==> config.mk <==
export PLATFORM = sky130hd
export DESIGN_NAME = grtk_scale_unit
export DESIGN_NICKNAME = d
export VERILOG_FILES = /design/src/rtl/core/gemm_register_tile_kernel_macros.svh /design/src/rtl/core/grtk_pkg.sv /design/src/rtl/core/grtk_scale_unit.sv
export SDC_FILE = /design/constraint.sdc
export NUM_CORES = 2
export LEC_CHECK = 0
export ABC_AREA = 1
export BUFFER_PORTS_ARGS = -buffer_cell sky130_fd_sc_hd__buf_4
export CELL_PAD_IN_SITES_DETAIL_PLACEMENT = 1
export CELL_PAD_IN_SITES_GLOBAL_PLACEMENT = 1
export CORE_UTILIZATION = 50
export CTS_BUF_LIST = sky130_fd_sc_hd__clkbuf_4 sky130_fd_sc_hd__clkbuf_8 sky130_fd_sc_hd__clkbuf_16
export DETAILED_ROUTE_END_ITERATION = 7
export PLACE_DENSITY_LB_ADDON = 0.1
export SETUP_SLACK_MARGIN = 0.15
export SYNTH_ARGS = -nofsm -noshare
export SYNTH_HDL_FRONTEND = slang
export SYNTH_SLANG_ARGS = --single-unit
==> constraint.sdc <==
create_clock -name i_clk -period 10.05 [get_ports i_clk]
set_clock_uncertainty 0.15 [all_clocks]
set_input_delay 2.01 -clock i_clk [delete_from_list [all_inputs] [get_ports i_clk]]
set_output_delay 2.01 -clock i_clk [all_outputs]
set_load 0.02 [all_outputs]
==> src/rtl/core/gemm_register_tile_kernel_macros.svh <==
// ----------------------------------------------------------------------------
// gemm register tile kernel assertion macros
// property shorthands for the tile kernel blocks, used by grtk_acc_tile
// ----------------------------------------------------------------------------
`ifndef GEMM_REGISTER_TILE_KERNEL_MACROS_SVH
`define GEMM_REGISTER_TILE_KERNEL_MACROS_SVH

// same-cycle implication
`define GRTK_ASSERT_SAME(lbl, clk, rst_n, ante, cons) \
    lbl: assert property (@(posedge clk) disable iff (!rst_n) (ante) |-> (cons)) \
        else $error("grtk: same-cycle check failed");

// next-cycle implication
`define GRTK_ASSERT_NEXT(lbl, clk, rst_n, ante, cons) \
    lbl: assert property (@(posedge clk) disable iff (!rst_n) (ante) |=> (cons)) \
        else $error("grtk: next-cycle check failed");

`endif

==> src/rtl/core/grtk_pkg.sv <==
// ----------------------------------------------------------------------------
// grtk_pkg
// types and constants of the register tile gemm kernel
// ----------------------------------------------------------------------------
`timescale 1ns / 1ps
`default_nettype none

package grtk_pkg;

    localparam int TILE_ROWS = 4;
    localparam int TILE_COLS = 8;
    localparam int TILE_SIZE = TILE_ROWS * TILE_COLS;
    localparam int ROW_W = (TILE_ROWS > 1) ? $clog2(TILE_ROWS) : 1;
    localparam int COL_W = (TILE_COLS > 1) ? $clog2(TILE_COLS) : 1;

    localparam int LANE_W    = 16;
    localparam int LANES     = 4;
    localparam int PROD_W    = 2 * LANE_W;
    localparam int ACC_W     = 48;
    localparam int ACC_HALF  = ACC_W / 2;
    localparam int GAIN_W    = 16;
    localparam int C_W       = 32;
    localparam int ROW_IDX_W = 2;
    localparam int COL_IDX_W = 3;
    localparam int SUM_W     = 64;
    localparam int P_LO_W    = GAIN_W + ACC_HALF + 1;
    localparam int P_HI_W    = GAIN_W + ACC_W - ACC_HALF;
    localparam int P_BETA_W  = GAIN_W + C_W;
    localparam int C_ALIGN   = 6;
    localparam int ROUND_SHIFT = 18;

    localparam int IN_TDATA_W  = 3 * LANES * LANE_W + C_W;
    localparam int OUT_FIELD_W = C_W + ROW_IDX_W + COL_IDX_W;
    localparam int OUT_TDATA_W = ((OUT_FIELD_W + 7) / 8) * 8;
    localparam int OUT_PAD_W   = OUT_TDATA_W - OUT_FIELD_W;

    localparam int CFG_IDX_W = 1;

    localparam logic signed [GAIN_W-1:0] GAIN_ONE = 16'sd4096;
    localparam logic signed [SUM_W-1:0]  ROUND_BIAS = SUM_W'(1) <<< (ROUND_SHIFT - 1);
    localparam logic signed [SUM_W-1:0]  SAT_MAX = SUM_W'(2147483647);
    // -2^31 as the complement of 2^31-1
    localparam logic signed [SUM_W-1:0]  SAT_MIN = ~SAT_MAX;

    typedef enum logic {
        CMD_ACC = 1'b0,
        CMD_WB  = 1'b1
    } t_cmd;

    typedef enum logic [CFG_IDX_W-1:0] {
        CFG_ALPHA = 1'b0,
        CFG_BETA  = 1'b1
    } t_cfg_idx;

    // one write-back element on its way to the scale unit
    typedef struct packed {
        logic                 valid;
        logic [ACC_W-1:0]     acc;
        logic [C_W-1:0]       c_in;
        logic [ROW_IDX_W-1:0] row;
        logic [COL_IDX_W-1:0] col;
        logic                 last;
    } t_wb_req;

endpackage

`default_nettype wire

==> src/rtl/core/grtk_scale_unit.sv <==
// ----------------------------------------------------------------------------
// grtk_scale_unit
// alpha/beta scaling, rounding to q8.24 and saturation into the result register
// ----------------------------------------------------------------------------
`timescale 1ns / 1ps
`default_nettype none

module grtk_scale_unit (
    input  wire logic                              i_clk,
    input  wire logic                              i_rst_n,
    input  wire logic                              i_en,
    input  wire grtk_pkg::t_wb_req                 i_wb,
    input  wire logic [grtk_pkg::GAIN_W-1:0]       i_alpha,
    input  wire logic [grtk_pkg::GAIN_W-1:0]       i_beta,
    output logic                                   o_valid,
    output logic [grtk_pkg::C_W-1:0]               o_c_out,
    output logic [grtk_pkg::ROW_IDX_W-1:0]         o_row,
    output logic [grtk_pkg::COL_IDX_W-1:0]         o_col,
    output logic                                   o_last
);

    // product stage
    logic                                   r_s2_valid;
    logic signed [grtk_pkg::P_LO_W-1:0]     r_p_lo;
    logic signed [grtk_pkg::P_HI_W-1:0]     r_p_hi;
    logic signed [grtk_pkg::P_BETA_W-1:0]   r_p_beta;
    logic [grtk_pkg::ROW_IDX_W-1:0]         r_s2_row;
    logic [grtk_pkg::COL_IDX_W-1:0]         r_s2_col;
    logic                                   r_s2_last;
    logic signed [grtk_pkg::P_LO_W-1:0]     n_p_lo;
    logic signed [grtk_pkg::P_HI_W-1:0]     n_p_hi;
    logic signed [grtk_pkg::P_BETA_W-1:0]   n_p_beta;

    // result stage
    logic                                   r_out_valid;
    logic [grtk_pkg::C_W-1:0]               r_c_out;
    logic [grtk_pkg::ROW_IDX_W-1:0]         r_row;
    logic [grtk_pkg::COL_IDX_W-1:0]         r_col;
    logic                                   r_last;
    logic signed [grtk_pkg::SUM_W-1:0]      n_sum;
    logic signed [grtk_pkg::SUM_W-1:0]      n_res;
    logic [grtk_pkg::C_W-1:0]               n_c_out;

    // alpha*acc split into two halves of the accumulator
    always_comb begin
        n_p_lo = $signed(i_alpha) * $signed({1'b0, i_wb.acc[grtk_pkg::ACC_HALF-1:0]});
        n_p_hi = $signed(i_alpha) * $signed(i_wb.acc[grtk_pkg::ACC_W-1:grtk_pkg::ACC_HALF]);
        if (i_beta == '0) begin
            n_p_beta = '0;
        end else begin
            n_p_beta = $signed(i_beta) * $signed(i_wb.c_in);
        end
    end

    always_comb begin
        n_sum = (grtk_pkg::SUM_W'(r_p_hi) <<< grtk_pkg::ACC_HALF)
              + grtk_pkg::SUM_W'(r_p_lo)
              + (grtk_pkg::SUM_W'(r_p_beta) <<< grtk_pkg::C_ALIGN)
              + grtk_pkg::ROUND_BIAS;
        n_res = n_sum >>> grtk_pkg::ROUND_SHIFT;
        if (n_res > grtk_pkg::SAT_MAX) begin
            n_c_out = grtk_pkg::C_W'(grtk_pkg::SAT_MAX);
        end else if (n_res < grtk_pkg::SAT_MIN) begin
            n_c_out = grtk_pkg::C_W'(grtk_pkg::SAT_MIN);
        end else begin
            n_c_out = n_res[grtk_pkg::C_W-1:0];
        end
    end

    always_ff @(posedge i_clk) begin
        if (!i_rst_n) begin
            r_s2_valid  <= 1'b0;
            r_out_valid <= 1'b0;
        end else if (i_en) begin
            r_s2_valid  <= i_wb.valid;
            r_out_valid <= r_s2_valid;
        end
    end

    always_ff @(posedge i_clk) begin
        if (i_en) begin
            r_p_lo    <= n_p_lo;
            r_p_hi    <= n_p_hi;
            r_p_beta  <= n_p_beta;
            r_s2_row  <= i_wb.row;
            r_s2_col  <= i_wb.col;
            r_s2_last <= i_wb.last;
            r_c_out   <= n_c_out;
            r_row     <= r_s2_row;
            r_col     <= r_s2_col;
            r_last    <= r_s2_last;
        end
    end

    assign o_valid = r_out_valid;
    assign o_c_out = r_c_out;
    assign o_row   = r_row;
    assign o_col   = r_col;
    assign o_last  = r_last;

endmodule

`default_nettype wire

==> metrics.csv <==
stage,metric,value,unit
global_route,All-Layer GR Usage,0.3272,
setup_path,CP arrival,8.52,ns
cts,Worst-path clk slew,0.07,ns
detailed_routing,Remaining DRCs,0,
global_route,global-route wire length before repair,292300,um
die,Core Region,113100,um2
setup_path,Worst Setup EP,r_p_beta[33]$_SDFFCE_PN0P_,
setup_path,"Top cell by count, worst path",fa_1,
sta,period utilization,0.8371,
setup_path,Buffers & Inverters on Critical Path,5,
sta,setup TNS,0,ns
cts,# hold bufs at CTS,0,
sta,worst-margin pin slew,1.014,ns
synthesis,post-synth cell types,48,
setup_path,CP Cell Sequence,buf_4 -> inv_1 -> nor2_1 -> fa_1 -> fa_1 -> fa_1 -> fa_1 -> fa_1 -> inv_1 -> fa_1 -> inv_1 -> ha_1 -> nand2_1 -> nor2_1 -> inv_1 -> nor2_1 -> nor2_1 -> o21ai_0 -> a21oi_1 -> o21ai_0 -> o21ai_0 -> a21oi_1,
layout,nets,9028,
synthesis,Gate Count Post-Synth,7390,
cts,worst skew pair latency,0.49,ns
setup_path,critical path required time,10.15,ns
synthesis,Ys Warns,0,
sta,Final Max Slew Viols,0,
detailed_routing,WL per Instance,20.79,um
setup_path,CP startpoint,i_beta[15],
job,Max Cap Viol,0,
synthesis,Main synth FF type,edfxtp_1,
layout,share of layout cells above drive strength 1,0.03865,
hold_path,Worst Hold Class,flip-flop to flip-flop,
run_status,status,finished clean,
sta,final hold viol count,0,
global_route,GR Overflow Total,0,
synthesis,Synth Cell Area,57380,um2
cts,# resized after CTS,0,
cts,clock sink count,169,
sta,tightest slew margin relative to the limit,0.3240,
global_route,largest net degree at the start of global routing,101,
synthesis,Post-synth EDFFs,167,
placed_design,I/O Buffers,160,
setup_path,Register-to-Register Path Depth,19,
setup_path,Critical Setup Path Class,input port to flip-flop,
setup_path,CP Capture Type,flip-flop,
setup_path,reg2reg start,r_p_lo[40]$_DFFE_PP_,
setup_path,number of stages on the worst setup path,22,
setup_path,worst-path fanout max,21,
detailed_routing,Starting DRT DRC Count,2616,
setup_path,slowest CP cell,inv_1,
die,cell row count,123,
global_route,number of global-route vias before repair,52659,
sta,min Tclk post-route,8.413,ns
synthesis,"FFs w/ async S/R, synth",0,
setup_path,Startpoint Class,input port,
synthesis,syn_area_per_cell,7.764,um2
detailed_routing,number of iterations in the first detailed-routing pass,5,
cts,total CTS buffers,17,
synthesis,"Seq/Total Area, Yosys",0.08810,
die,width of the die,340.8,um
detailed_routing,ANT nets after route,0,
die,DIE AREA,116100,um2
synthesis,Yosys top cell area share,0.4201,
die,Die H,340.8,um
die,Initial Util,0.5072,
global_route,initial antenna violation count,3,
setup_path,critical path's top delay family,adder cells,
cts,post-CTS setup buffers,0,
layout,Layout area overhead,4.451,%
placed_design,routability congestion estimate,0.9179,
detailed_routing,vias per inst,5.254,
detailed_routing,via count,46230,
synthesis,top cell type by total area after synthesis,fa_1,
sta,count of final setup violators,0,
setup_path,critical path's largest stage delay,0.70,ns
cts,Max Root-Sink Buffers,2,
cts,Root Driver,clkbuf_16,
synthesis,Area contributors post-synth,"fa_1, inv_1, nand2_1",
synthesis,"count leader, synth",inv_1,
cts,CTS tree,yes,
setup_path,r2r endpoint,o_c_out[1]$_SDFFCE_PN1P_,
sta,f_max,118.9,MHz
cts,Max H-tree Level,4,
setup_path,worst reg-to-reg setup slack,5.65,ns
die,I/O pins,161,
synthesis,Seq cells post-synth,169,
sta,unrepaired setup endpoints after global routing,no,
synthesis,most instantiated cells after synthesis,"inv_1, nand2_1, fa_1, ha_1, nor2_1",
layout,FILL cells,14176,
synthesis,"Net Count, Synth",9135,
detailed_routing,routed wire length,182900,um
placed_design,Final HPWL DP,151400,um
per-layer routing:
layer  part of all wire  global-route usage
met5                  0                   0
met4              0.034              0.1088
met3              0.050             0.02952
met2               0.50              0.5762
met1               0.42              0.4233
sequential cells by signal, indices dropped and copies added (netlist names):
signal / flops
o_last: 1
r_p_hi: 40
r_p_lo: 35
r_s2_row: 2
r_s2_last: 1
r_s2_valid: 1
o_row: 2
o_col: 3
r_s2_col: 3
r_p_beta: 48
o_valid: 1
o_c_out: 32
logic make-up after synthesis:
logic type	Yosys count	share of synthesized area
AND/OR/NAND/NOR	2470	0.1694
XOR/XNOR	130	0.01998
AO/OA/AOI/OAI	460	0.04420
flip-flops	169	0.08810
buffers and inverters	2538	0.1668
adder cells (fa/ha/maj)	1623	0.5115
how the worst min path moves through the flow:
stage                           from                  to  slack [ns]  depth (start not counted)
5_1_grt        r_s2_row[1]$_DFFE_PP_  o_row[1]$_DFFE_PP_        0.29                          0
4_1_cts          r_s2_last$_DFFE_PP_    o_last$_DFFE_PP_        0.28                          0
2_1_floorplan  r_s2_col[0]$_DFFE_PP_  o_col[0]$_DFFE_PP_        0.25                          0
3_3_place_gp   r_s2_col[2]$_DFFE_PP_  o_col[2]$_DFFE_PP_        0.25                          0
3_5_place_dp     r_s2_last$_DFFE_PP_    o_last$_DFFE_PP_        0.26                          0
6_report         r_s2_last$_DFFE_PP_    o_last$_DFFE_PP_        0.28                          0
area by class of cell:
class	instances	area [um2]	share of cell area
multi-input combinational	4683	42750	0.7133
inverter	2246	8431	0.1407
sequential	169	5055	0.08435
tap	1500	1877	0.03132
timing repair buffer	166	1250	0.02086
clock buffer	18	432.9	0.007224
clock inverter	14	127.6	0.002130
antenna	3	7.507	0.0001253
placed cells by master (no fill, tap or decap), drive strengths merged, types with 83 or more instances in the layout:
cell type,n
inv,2254
nand2,1953
fa,1204
ha,419
nor2,336
a21oi,227
edfxtp,167
buf,166
o21ai,131
nand3,84
xor2,83
stage by stage:
step | cells | instance area [um2] | hold WS [ns] | util | worst slack, ns
finish | 8799 | 59930 | 0.2786 | 0.5298 | 1.637
detailed placement | 8764 | 59360 | 0.2580 | 0.5248 | 1.296
floorplan | 7390 | 57380 | 0.2503 | - | 2.279
CTS | 8796 | 59920 | 0.2754 | 0.5297 | 1.769
global route | 8798 | 59930 | 0.2878 | 0.5298 | 1.380
global placement | 8764 | 59360 | 0.2508 | 0.5248 | 1.354
worst reg2reg max path: cells and delay by family (launching register included):
kind                       cells  cell delay, ns
DFF                            1            0.33
buffers and inverters          2            0.52
and+or+nand+nor               15            2.13
adders and majority gates      2            1.00
Power is not shown: default switching activity piles up to over one toggle a cycle in this logic, so the estimate is an artifact.
